$ cat config.mk
export PLATFORM = sky130hd
export DESIGN_NAME = unique_key_stack_unit_flat
export DESIGN_NICKNAME = d
export VERILOG_FILES = /design/src/hw/rtl/uks_pkg.sv /design/src/hw/rtl/uks_chan_if.sv /design/src/hw/rtl/uks_ram.sv /design/src/hw/rtl/uks_seq.sv /design/src/hw/rtl/unique_key_stack_unit.sv /design/src/flat_wrapper.sv
export SDC_FILE = /design/constraint.sdc
export NUM_CORES = 2
export LEC_CHECK = 0
export BUFFER_PORTS_ARGS = -buffer_cell sky130_fd_sc_hd__buf_2
export CAP_MARGIN = 20
export CORE_MARGIN = 2
export CORE_UTILIZATION = 40
export CTS_CLUSTER_DIAMETER = 50
export DETAILED_ROUTE_END_ITERATION = 10
export GPL_ROUTABILITY_DRIVEN = 0
export PLACE_DENSITY = 0.56
export SYNTH_ARGS = -nofsm -noshare
export SYNTH_HDL_FRONTEND = slang
export SYNTH_SLANG_ARGS = --single-unit
$ cat constraint.sdc
create_clock -name clk -period 20.7 [get_ports clk]
set_input_delay 3.105 -clock clk [delete_from_list [all_inputs] [get_ports clk]]
set_output_delay 3.105 -clock clk [all_outputs]
set_load 0.05 [all_outputs]
$ cat src/hw/rtl/uks_pkg.sv
// ----------------------------------------------------------------------------
// uks_pkg
// Shared types and codes for the unique key stack unit.
// ----------------------------------------------------------------------------
`default_nettype none

package uks_pkg;

  localparam int unsigned KEY_W    = 32;
  localparam int unsigned DATA_W   = 32;
  localparam int unsigned ENTRY_W  = KEY_W + DATA_W;
  localparam int unsigned OPC_W    = 2;
  localparam int unsigned STATUS_W = 3;
  localparam int unsigned COUNT_W  = 5;

  localparam logic [OPC_W-1:0] OP_PUSH = 2'd0;
  localparam logic [OPC_W-1:0] OP_POP  = 2'd1;
  localparam logic [OPC_W-1:0] OP_PEEK = 2'd2;

  localparam logic [STATUS_W-1:0] ST_DONE  = 3'd0;
  localparam logic [STATUS_W-1:0] ST_DUP   = 3'd1;
  localparam logic [STATUS_W-1:0] ST_UNDER = 3'd2;
  localparam logic [STATUS_W-1:0] ST_OVER  = 3'd3;
  localparam logic [STATUS_W-1:0] ST_EMPTY = 3'd4;

  typedef struct packed {
    logic [OPC_W-1:0]         opcode;
    logic signed [KEY_W-1:0]  push_key;
    logic signed [DATA_W-1:0] push_data;
  } req_t;

  typedef struct packed {
    logic [STATUS_W-1:0]      status;
    logic signed [KEY_W-1:0]  top_key;
    logic signed [DATA_W-1:0] top_data;
    logic [COUNT_W-1:0]       entry_count;
    logic                     is_empty;
  } rsp_t;

  typedef struct packed {
    logic req_ready;
    logic rsp_valid;
  } hs_t;

endpackage

`default_nettype wire

$ cat src/hw/rtl/uks_chan_if.sv
// ----------------------------------------------------------------------------
// uks_chan_if
// Request and response channels of the unique key stack unit.
// ----------------------------------------------------------------------------
`default_nettype none

interface uks_req_if;
  logic                                    valid;
  logic                                    ready;
  logic [uks_pkg::OPC_W-1:0]               opcode;
  logic signed [uks_pkg::KEY_W-1:0]        push_key;
  logic signed [uks_pkg::DATA_W-1:0]       push_data;

  modport source (output valid, output opcode, output push_key, output push_data,
                  input ready);
  modport sink   (input valid, input opcode, input push_key, input push_data,
                  output ready);
endinterface

interface uks_rsp_if;
  logic                                    valid;
  logic                                    ready;
  logic [uks_pkg::STATUS_W-1:0]            status;
  logic signed [uks_pkg::KEY_W-1:0]        top_key;
  logic signed [uks_pkg::DATA_W-1:0]       top_data;
  logic [uks_pkg::COUNT_W-1:0]             entry_count;
  logic                                    is_empty;

  modport source (output valid, output status, output top_key, output top_data,
                  output entry_count, output is_empty, input ready);
  modport sink   (input valid, input status, input top_key, input top_data,
                  input entry_count, input is_empty, output ready);
endinterface

`default_nettype wire

$ cat src/hw/rtl/uks_ram.sv
// ----------------------------------------------------------------------------
// uks_ram
// Generic single write, single read RAM with registered read data.
// ----------------------------------------------------------------------------
`default_nettype none

module uks_ram #(
  parameter int unsigned WIDTH = 64,
  parameter int unsigned DEPTH = 16
) (
  input  wire logic                     clk,
  input  wire logic                     we,
  input  wire logic [$clog2(DEPTH)-1:0] waddr,
  input  wire logic [WIDTH-1:0]         wdata,
  input  wire logic                     re,
  input  wire logic [$clog2(DEPTH)-1:0] raddr,
  output logic      [WIDTH-1:0]         rdata
);

  logic [WIDTH-1:0] mem_r [DEPTH];
  logic [WIDTH-1:0] rdata_r;

  always_ff @(posedge clk) begin
    if (we) begin
      mem_r[waddr] <= wdata;
    end
    if (re) begin
      rdata_r <= mem_r[raddr];
    end
  end

  assign rdata = rdata_r;

endmodule

`default_nettype wire

$ cat src/hw/rtl/uks_seq.sv
// ----------------------------------------------------------------------------
// uks_seq
// Request sequencer: depth counter, key scan with one shared comparator,
// entry write and top-of-stack read.
// ----------------------------------------------------------------------------
`default_nettype none

module uks_seq #(
  parameter int unsigned STACK_DEPTH = 16
) (
  input  wire logic                                clk,
  input  wire logic                                rst_n,
  input  wire logic                                req_valid,
  input  wire uks_pkg::req_t                       req,
  input  wire logic                                rsp_take,
  output uks_pkg::hs_t                             hs,
  output uks_pkg::rsp_t                            rsp,
  output logic                                     ram_we,
  output logic [$clog2(STACK_DEPTH)-1:0]           ram_waddr,
  output logic [uks_pkg::ENTRY_W-1:0]              ram_wdata,
  output logic                                     ram_re,
  output logic [$clog2(STACK_DEPTH)-1:0]           ram_raddr,
  input  wire logic [uks_pkg::ENTRY_W-1:0]         ram_rdata
);

  localparam int unsigned AW    = $clog2(STACK_DEPTH);
  localparam int unsigned CNT_W = $clog2(STACK_DEPTH + 1);
  localparam int unsigned EXT_W = CNT_W + uks_pkg::COUNT_W;

  localparam logic [2:0] S_IDLE  = 3'd0;
  localparam logic [2:0] S_SCAN  = 3'd1;
  localparam logic [2:0] S_WRITE = 3'd2;
  localparam logic [2:0] S_TOPRD = 3'd3;
  localparam logic [2:0] S_TOPCP = 3'd4;
  localparam logic [2:0] S_HOLD  = 3'd5;

  localparam logic [CNT_W-1:0] FULL_CNT = CNT_W'(STACK_DEPTH);

  logic [2:0]                       state_r, state_nxt;
  logic [CNT_W-1:0]                 cnt_r, cnt_nxt;
  logic [CNT_W-1:0]                 idx_r, idx_nxt;
  logic                             pend_r, pend_nxt;
  logic [uks_pkg::KEY_W-1:0]        key_r, key_nxt;
  logic [uks_pkg::DATA_W-1:0]       data_r, data_nxt;
  logic [uks_pkg::STATUS_W-1:0]     status_r, status_nxt;
  uks_pkg::rsp_t                    rsp_r, rsp_nxt;
  logic [CNT_W-1:0]                 top_idx;
  logic [EXT_W-1:0]                 cnt_ext;
  logic                             key_hit;

  assign top_idx = cnt_r - CNT_W'(1);
  assign cnt_ext = EXT_W'(cnt_r);
  assign key_hit = pend_r && (ram_rdata[uks_pkg::ENTRY_W-1:uks_pkg::DATA_W] == key_r);

  always_comb begin
    state_nxt  = state_r;
    cnt_nxt    = cnt_r;
    idx_nxt    = idx_r;
    pend_nxt   = 1'b0;
    key_nxt    = key_r;
    data_nxt   = data_r;
    status_nxt = status_r;
    rsp_nxt    = rsp_r;
    ram_we     = 1'b0;
    ram_waddr  = cnt_r[AW-1:0];
    ram_wdata  = {key_r, data_r};
    ram_re     = 1'b0;
    ram_raddr  = idx_r[AW-1:0];

    unique case (state_r)
      S_IDLE: begin
        if (req_valid) begin
          key_nxt    = req.push_key;
          data_nxt   = req.push_data;
          status_nxt = uks_pkg::ST_DONE;
          idx_nxt    = '0;
          unique case (req.opcode)
            uks_pkg::OP_PUSH: begin
              state_nxt = S_SCAN;
            end
            uks_pkg::OP_POP: begin
              state_nxt = S_TOPRD;
              if (cnt_r == '0) begin
                status_nxt = uks_pkg::ST_UNDER;
              end else begin
                cnt_nxt = cnt_r - CNT_W'(1);
              end
            end
            default: begin
              state_nxt = S_TOPRD;
              if (cnt_r == '0) begin
                status_nxt = uks_pkg::ST_EMPTY;
              end
            end
          endcase
        end
      end
      S_SCAN: begin
        priority if (key_hit) begin
          status_nxt = uks_pkg::ST_DUP;
          state_nxt  = S_TOPRD;
        end else if (idx_r == cnt_r) begin
          if (cnt_r == FULL_CNT) begin
            status_nxt = uks_pkg::ST_OVER;
            state_nxt  = S_TOPRD;
          end else begin
            state_nxt = S_WRITE;
          end
        end else begin
          ram_re   = 1'b1;
          pend_nxt = 1'b1;
          idx_nxt  = idx_r + CNT_W'(1);
        end
      end
      S_WRITE: begin
        ram_we    = 1'b1;
        cnt_nxt   = cnt_r + CNT_W'(1);
        state_nxt = S_TOPRD;
      end
      S_TOPRD: begin
        ram_re    = (cnt_r != '0);
        ram_raddr = top_idx[AW-1:0];
        state_nxt = S_TOPCP;
      end
      S_TOPCP: begin
        rsp_nxt.status      = status_r;
        rsp_nxt.entry_count = cnt_ext[uks_pkg::COUNT_W-1:0];
        rsp_nxt.is_empty    = (cnt_r == '0);
        if (cnt_r == '0) begin
          rsp_nxt.top_key  = '0;
          rsp_nxt.top_data = '0;
        end else begin
          rsp_nxt.top_key  = ram_rdata[uks_pkg::ENTRY_W-1:uks_pkg::DATA_W];
          rsp_nxt.top_data = ram_rdata[uks_pkg::DATA_W-1:0];
        end
        state_nxt = S_HOLD;
      end
      S_HOLD: begin
        if (rsp_take) begin
          state_nxt = S_IDLE;
        end
      end
      default: begin
        state_nxt = S_IDLE;
      end
    endcase
  end

  always_ff @(posedge clk) begin
    if (!rst_n) begin
      state_r <= S_IDLE;
      cnt_r   <= '0;
      idx_r   <= '0;
      pend_r  <= 1'b0;
    end else begin
      state_r <= state_nxt;
      cnt_r   <= cnt_nxt;
      idx_r   <= idx_nxt;
      pend_r  <= pend_nxt;
    end
  end

  always_ff @(posedge clk) begin
    key_r    <= key_nxt;
    data_r   <= data_nxt;
    status_r <= status_nxt;
    rsp_r    <= rsp_nxt;
  end

  assign hs.req_ready = (state_r == S_IDLE);
  assign hs.rsp_valid = (state_r == S_HOLD);
  assign rsp          = rsp_r;

endmodule

`default_nettype wire

$ cat src/hw/rtl/unique_key_stack_unit.sv
// ----------------------------------------------------------------------------
// unique_key_stack_unit
// Last-in first-out store of key and data pairs that refuses duplicate keys.
// ----------------------------------------------------------------------------
// Each request beat (push, pop, peek; opcode 3 acts as peek) yields one
// response beat with status, top pair, entry count and empty flag. A push
// scans the held keys one per cycle through the store's single read port and
// one comparator, then writes the new pair unless the store is full or a
// duplicate key is found; every request then reads the top entry and copies
// it into the response. A finished response sits in an output register, so
// the next request is taken while it waits. Stored entries need no clearing
// after reset.
`default_nettype none

module unique_key_stack_unit #(
  parameter int unsigned STACK_DEPTH = 16
) (
  input  wire logic  clk,
  input  wire logic  rst_n,
  uks_req_if.sink    in_req,
  uks_rsp_if.source  out_rsp
);

  localparam int unsigned AW = $clog2(STACK_DEPTH);

  uks_pkg::req_t              req;
  uks_pkg::rsp_t              rsp;
  uks_pkg::hs_t               hs;
  logic                       rsp_take;
  logic                       out_vld_r, out_vld_nxt;
  uks_pkg::rsp_t              out_data_r;
  logic                       ram_we;
  logic [AW-1:0]              ram_waddr;
  logic [uks_pkg::ENTRY_W-1:0] ram_wdata;
  logic                       ram_re;
  logic [AW-1:0]              ram_raddr;
  logic [uks_pkg::ENTRY_W-1:0] ram_rdata;

  assign req.opcode    = in_req.opcode;
  assign req.push_key  = in_req.push_key;
  assign req.push_data = in_req.push_data;

  uks_seq #(
    .STACK_DEPTH (STACK_DEPTH)
  ) u_seq (
    .clk       (clk),
    .rst_n     (rst_n),
    .req_valid (in_req.valid),
    .req       (req),
    .rsp_take  (rsp_take),
    .hs        (hs),
    .rsp       (rsp),
    .ram_we    (ram_we),
    .ram_waddr (ram_waddr),
    .ram_wdata (ram_wdata),
    .ram_re    (ram_re),
    .ram_raddr (ram_raddr),
    .ram_rdata (ram_rdata)
  );

  uks_ram #(
    .WIDTH (uks_pkg::ENTRY_W),
    .DEPTH (STACK_DEPTH)
  ) u_store (
    .clk   (clk),
    .we    (ram_we),
    .waddr (ram_waddr),
    .wdata (ram_wdata),
    .re    (ram_re),
    .raddr (ram_raddr),
    .rdata (ram_rdata)
  );

  assign rsp_take = hs.rsp_valid && (!out_vld_r || out_rsp.ready);

  always_comb begin
    out_vld_nxt = out_vld_r;
    priority if (rsp_take) begin
      out_vld_nxt = 1'b1;
    end else if (out_rsp.ready) begin
      out_vld_nxt = 1'b0;
    end
  end

  always_ff @(posedge clk) begin
    if (!rst_n) begin
      out_vld_r <= 1'b0;
    end else begin
      out_vld_r <= out_vld_nxt;
    end
  end

  always_ff @(posedge clk) begin
    if (rsp_take) begin
      out_data_r <= rsp;
    end
  end

  assign in_req.ready        = hs.req_ready;
  assign out_rsp.valid       = out_vld_r;
  assign out_rsp.status      = out_data_r.status;
  assign out_rsp.top_key     = out_data_r.top_key;
  assign out_rsp.top_data    = out_data_r.top_data;
  assign out_rsp.entry_count = out_data_r.entry_count;
  assign out_rsp.is_empty    = out_data_r.is_empty;

endmodule

`default_nettype wire
$ cat src/flat_wrapper.sv
// flat-port wrapper written by rule: the top's interface ports become plain ports
module unique_key_stack_unit_flat 
#(
  parameter int unsigned STACK_DEPTH = 16
)
  (clk, rst_n, in_req_valid, in_req_opcode, in_req_push_key, in_req_push_data, in_req_ready, out_rsp_valid, out_rsp_status, out_rsp_top_key, out_rsp_top_data, out_rsp_entry_count, out_rsp_is_empty, out_rsp_ready);
  uks_req_if in_req_i ();
  uks_rsp_if out_rsp_i ();
  input  wire logic clk;
  input  wire logic rst_n;
  input wire logic [$bits(in_req_i.valid)-1:0] in_req_valid;
  input wire logic [$bits(in_req_i.opcode)-1:0] in_req_opcode;
  input wire logic [$bits(in_req_i.push_key)-1:0] in_req_push_key;
  input wire logic [$bits(in_req_i.push_data)-1:0] in_req_push_data;
  output wire logic [$bits(in_req_i.ready)-1:0] in_req_ready;
  output wire logic [$bits(out_rsp_i.valid)-1:0] out_rsp_valid;
  output wire logic [$bits(out_rsp_i.status)-1:0] out_rsp_status;
  output wire logic [$bits(out_rsp_i.top_key)-1:0] out_rsp_top_key;
  output wire logic [$bits(out_rsp_i.top_data)-1:0] out_rsp_top_data;
  output wire logic [$bits(out_rsp_i.entry_count)-1:0] out_rsp_entry_count;
  output wire logic [$bits(out_rsp_i.is_empty)-1:0] out_rsp_is_empty;
  input wire logic [$bits(out_rsp_i.ready)-1:0] out_rsp_ready;
  assign in_req_i.valid = in_req_valid;
  assign in_req_i.opcode = in_req_opcode;
  assign in_req_i.push_key = in_req_push_key;
  assign in_req_i.push_data = in_req_push_data;
  assign in_req_ready = in_req_i.ready;
  assign out_rsp_valid = out_rsp_i.valid;
  assign out_rsp_status = out_rsp_i.status;
  assign out_rsp_top_key = out_rsp_i.top_key;
  assign out_rsp_top_data = out_rsp_i.top_data;
  assign out_rsp_entry_count = out_rsp_i.entry_count;
  assign out_rsp_is_empty = out_rsp_i.is_empty;
  assign out_rsp_i.ready = out_rsp_ready;
  unique_key_stack_unit #(.STACK_DEPTH(STACK_DEPTH)) u_core (.clk(clk), .rst_n(rst_n), .in_req(in_req_i), .out_rsp(out_rsp_i));
endmodule
======== After elaboration in Yosys (flattened, before gate mapping) ========
Memories as Yosys holds them, arrays and structs flattened. A register that Yosys moved wholly into a read port is not among the register bits.
Index checks and enable logic that the tools add are counted.
cells by class
  equality and inequality tests ........... 17
  reductions and logical operators ........ 17
  mux-type cells .......................... 32
  add/sub/neg operators ................... 3
operators by type and width
  operator                                                            count
  32-bit == test                                                      1
  5-bit 2-to-1 mux                                                    6
  3-bit 2-to-1 mux                                                    9
  5-bit case mux with 2 select lines                                  2
  3-bit case mux with 6 select lines                                  1
  3-bit case mux with 2 select lines                                  2
  4-bit AND reduction                                                 3
  5-bit by 1-bit adder with 5-bit output, second input constant       2
  2-bit inequality test, second input constant                        5
  1-bit 2-to-1 mux                                                    8
  3-bit by 2-bit == test with 1-bit output, second input constant     2
  3-bit == test, second input constant                                2
  3-bit inequality test, second input constant                        2
  2-bit nonzero test                                                  3
  5-bit == test                                                       1
  5-bit == test, second input constant                                1
  5-bit zero test                                                     1
  5-bit nonzero test                                                  1
  5-bit by 1-bit subtractor with 5-bit output, second input constant  1
  2-bit 2-to-1 mux                                                    2
  4-bit 2-to-1 mux                                                    1
  2-bit AND reduction                                                 2
  3-bit by 1-bit == test with 1-bit output, second input constant     1
  3-bit zero test                                                     1
  8 further kinds                                                     9
word-level totals
  RAM bits ................................ 1024
  flip-flop bits (word level) ............. 228
  memories ................................ 1
  input bits .............................. 70
  word-level logic and storage cells ...... 88
  output and inout port bits .............. 75
memories
  memory                depth  bits a word  read ports  clocked after Yosys merged registers in  wr ports  line           RTL
  u_core.u_store.mem_r  16     64           1           1                                        1         uks_ram.sv:20  logic [WIDTH-1:0] mem_r [DEPTH];

======== Depth between registers and ports, before layout ========
  word-level depth ........................ 5
  gate-level depth with buffers ........... 10
  depth with buffers taken out ............ 8

======== Cells and area by module ========
A second synthesis with hierarchy kept.
second synthesis, totals
  cell total of the unflattened synthesis .. 2109
  area, all modules ....................... 48501.5 µm²
by module, submodules not included
  module                 sequential area each (µm²)  cells an instance  area an instance (µm²)  instances
  uks_ram                32671.3                     1647               40222.3                 1
  uks_seq                4484.3                      385                6039.5                  1
  unique_key_stack_unit  2212.1                      77                 2239.6                  1

======== Worst setup path before layout ========
Ideal clock, no wire load.
  kind .................................... input-to-reg
  start ................................... in out_rsp_ready
  end ..................................... reg u_core.out_data_r (netlist bit u_core.out_rsp.entry_count[0]), enable pin
  data arrival time ....................... 6206 ps
  setup time .............................. 505 ps
  path buffers ............................ 0
  stages .................................. 2
  path slack .............................. 13990 ps
  required time ........................... 20195 ps
  path through ............................ nor2b_1 > nor2_1
between the ends
  longest elaborated chain between the ends .. 2
RTL lines
  item                  line                         RTL
  from (decl)           flat_wrapper.sv:22           input wire logic [$bits(out_rsp_i.ready)-1:0] out_rsp_ready;
  1-bit logical OR      unique_key_stack_unit.sv:74  assign rsp_take = hs.rsp_valid && (!out_vld_r || out_rsp.ready);
  1-bit logical AND     unique_key_stack_unit.sv:74
  to (signal assigned)  unique_key_stack_unit.sv:95  out_data_r <= rsp;
  to (decl)             unique_key_stack_unit.sv:31  uks_pkg::rsp_t out_data_r;
No other way between the ends.
A chain may end at the register's enable or synchronous reset.

======== Worst setup path in the final report ========
  start ................................... reg u_core.u_seq.state_r[0]
  end ..................................... reg u_core.u_store.rdata_r[23] (netlist: u_core.u_store.rdata[23]) (read register of u_core.u_store.mem_r) (data pin)
between the ends
  longest elaborated chain between the ends .. 2
  elaborated cells between the ends (all ways) .. 4
  those cells by class .................... eq/ne: 2; mux: 2
RTL lines
  item                                                                                                         line            RTL
  from (decl)                                                                                                  uks_seq.sv:39   logic [2:0] state_r, state_nxt;
  from (signal assigned)                                                                                       uks_seq.sv:156  state_r <= state_nxt;
  3-bit by 2-bit == test with 1-bit output / 3-bit by 1-bit == test with 1-bit output (equally long branches)  uks_seq.sv:70   unique case (state_r)
  1-bit case mux with 2 select lines / 4-bit 2-to-1 mux (equally long branches)                                uks_seq.sv:70
  to (decl)                                                                                                    uks_ram.sv:21   logic [WIDTH-1:0] rdata_r;
Parallel ways exist; a longest one is shown, timed or not.

==> metrics.cfg <==
[outcome]
status = finished, final reports clean

[synth]
ys_ff_latch = 1316
avgSynthCellArea_um2 = 22.98
async_flop_share_pct = 0
syn_inst = 2113
synth_nets = 2189
ys_warn_count = 0
synth_ff_type = edfxtp_1
synth.distinct_cells = 52
synth-edff-count = 1301
synth.cell_area_um2 = 48550
seq_area_frac_synth_pct = 81.09

[die]
fp.dieW_um = 352.4
die_height_um = 352.4
core_um2 = 120100
core.rowCount = 127
dieArea_um2 = 124200
io_pins = 145
start_util_pct = 40.41

[drt]
drc = 0
drtAntennaViolNets = 0
wl_um = 113000
wl_per_cell_um = 27.83
dr.pass1.iters = 8
viasPerCell = 5.412
vias = 21980
drt_iter0_drc = 2429

[critical_path]
cp.required_ns = 21.19
cp.arrival_ns = 5.72
cp_top_family = buffers and inverters
critPathCaptureType = flip-flop
start_kind = flip-flop
crit_chain = nand3b_1 > o21ai_4 > buf_4 > buf_4 > buf_4 > mux4_2 > a22oi_1 > nand2_1
path_class = reg -> reg
path_buf_inv = 3
slowest_stage = buf_4
cp_common_cell = buf_4
worstPathMaxFanout = 68
r2r_slack_ns = 15.47
cp_slowest_stage_delay_ns = 0.96

[clock_tree]
root_buffer = clkbuf_16
tritoncts = yes
cts_setup_buffers = 0
numCtsBuffers = 140
ctsResizeCount = 0
clock_path_buffers = 3
clk-insertion-delay-late_ns = 0.75
cts_sinks = 1316
htree_levels = 4
clkTransAtPathRegs_ns = 0.06
hold_buffers = 0

[global_routing]
antenna_found_initial = 1
grt-ovfl-total = 0
grt_max_degree = 114
grt_usage_pct = 18.21
grt_pass1_wl_um = 162200
grt_pass1_vias = 23170

[timing]
max_slew_margin_pct = 29.96
period_needed_ns = 5.233
fin_worst_skew_ns = 0.02854
hold_violations = 0
max_freq_mhz = 191.1
fin_tns_setup_ns = 0
slew_viol_final = 0
max_slew.worst_pin.slew_ns = 1.051
rsz0062_at_grt = no
fin_hold_ws_ns = 0.4120
min_period_over_period_pct = 25.28
setup_violations = 0

[min_path]
hold_class = reg -> reg

[power_and_ir_drop]
cellPowerDensity_nw_per_um2 = 138.2
ir_drop_mv = 0.1492
leakagePower_nw = 17.66

[layout]
final_net_count = 2416
syn2layout_area_growth_pct = 14.67
drive_gt1_share_pct = 27.83

[placed_design]
hpwl_um = 56070
io_buffers = 144

[job]
drv_cap = 0

per-stage QoR:
step | cell area, um2 | power [mW] | std cells | setup WS, ns | utilization [%]
floorplan | 48550 | 4.790 | 2113 | 13.99 | -
global placement | 51190 | 5.330 | 3810 | 15.33 | 42.61
detailed placement | 51190 | 5.365 | 3810 | 15.26 | 42.61
CTS | 55660 | 7.792 | 4059 | 15.41 | 46.33
global route | 55660 | 8.022 | 4059 | 15.06 | 46.33
finish | 55670 | 7.695 | 4062 | 15.47 | 46.34
final timing paths:
path | from | end | cells past startpoint
max | u_core.u_seq.state_r[0] | u_core.u_store.rdata[23] | 8
min | u_core.u_seq.rsp[6] | u_core.out_rsp.top_data[0] | 0
max reg2reg | u_core.u_seq.state_r[0] | u_core.u_store.rdata[23] | 8
min reg2reg | u_core.u_seq.rsp[6] | u_core.out_rsp.top_data[0] | 0
cell usage after synthesis, types with 2 or more instances:
cell      instances  share of area, %
o21a_1            3             0.046
edfxtp_1       1301                80
o21ai_0           7             0.072
xnor2_1           6              0.11
buf_4            22              0.34
buf_6             3             0.070
clkbuf_1         32              0.25
a22oi_1         128               2.0
nor3_1            7             0.072
a21oi_1           5             0.052
nor2b_1          68              0.88
nor2_1           12             0.093
nand3b_1          3             0.046
o21ai_1           2             0.021
mux2i_1           5              0.10
nand4_1           3             0.039
a31oi_1           2             0.026
or3_1             3             0.039
buf_1             2             0.015
nor4_1            7             0.090
nand2_1          77              0.60
a21oi_2           2             0.036
dfxtp_1          15              0.62
a21boi_0          5             0.077
nand3_1           4             0.041
nand2b_1          5             0.064
and2_1           16              0.21
clkbuf_4          2             0.031
and3_1            8              0.10
xor2_1           32              0.58
or3b_2            2             0.036
mux4_2          256                12
ha_1              6              0.15
buf_2            35              0.36
inv_1             8             0.062
nor3b_1           2             0.031
nor2_2            2             0.026
worst register-to-register path, cell delays in order (launching register included):
cell	delay, ns
dfxtp_1	0.63
nand3b_1	0.59
o21ai_4	0.30
buf_4	0.74
buf_4	0.92
buf_4	1.03
mux4_2	0.45
a22oi_1	0.25
nand2_1	0.08
routing by layer:
metal	part of all wire (%)	wire length, um	track usage [%]
met1	41	46910	24.44
met2	50	57080	30.56
met3	6.0	6798	3.446
met4	2.0	2252	4.915
met5	0	0	0
registers in the layout, summed over array words and instances, names as in the netlist:
name,cells
u_core.u_seq.key_r,32
u_core.out_rsp.entry_count,5
u_core.u_seq.idx_r,5
u_core.u_seq.state_r,3
u_core.out_rsp.is_empty,1
u_core.out_rsp.top_key,32
u_core.u_seq.data_r,32
u_core.out_rsp.status,3
u_core.u_store.mem_r,1024
u_core.u_store.rdata,64
u_core.u_seq.rsp,73
u_core.out_rsp.valid,1
u_core.u_seq.status_r,3
u_core.out_rsp.top_data,32
u_core.u_seq.pend_r,1
u_core.u_seq.cnt_r,5
report_power, final:
| part | internal (mW) | switching [mW] | leakage, nW |
|---|---|---|---|
| Sequential | 3.38 | 0.193 | 11.9 |
| Combinational | 0.697 | 1.00 | 3.58 |
| Clock | 1.40 | 1.03 | 2.20 |
| Total | 5.47 | 2.22 | 17.7 |
final cells by class:
class	instances	area, um2
clock inverter	87	844.6
fill	9922	64460
tap	1612	2017
antenna	3	7.507
clock buffer	162	3628
multi-input combinational	692	8752
inverter	8	32.53
timing repair buffer	182	1018
sequential	1316	39370
cells by family after synthesis:
group | share of synthesized area (%)
DFF | 81.09
muxes | 11.98
and+or+nand+nor | 2.513
AOI/OAI and AO/OA | 2.441
buffers and inverters | 1.137
xor gates and xnor gates | 0.6856
adders and majority gates | 0.1546
cells in the final DEF, fill, tap and decap left out, drive strengths merged, types with 2 or more instances in the layout:
master / instances
edfxtp: 1301
mux4: 256
buf: 182
clkbuf: 162
a22oi: 128
nand2: 78
nor2b: 68
clkinv: 62
xor2: 32
inv: 21
and2: 16
dfxtp: 15
nor2: 14
bufinv: 10
o21ai: 9
and3: 8
nor3: 7
nor4: 7
a21oi: 7
xnor2: 6
ha: 6
nand2b: 5
mux2i: 5
a21boi: 5
nand3: 4
or3: 4
diode: 3
nand3b: 3
o21a: 3
nand4: 3
nor3b: 3
a31oi: 3
or3b: 2
nor4b: 2
clkinvlp: 2
No activity file was read; power rests on OpenSTA's default activity.
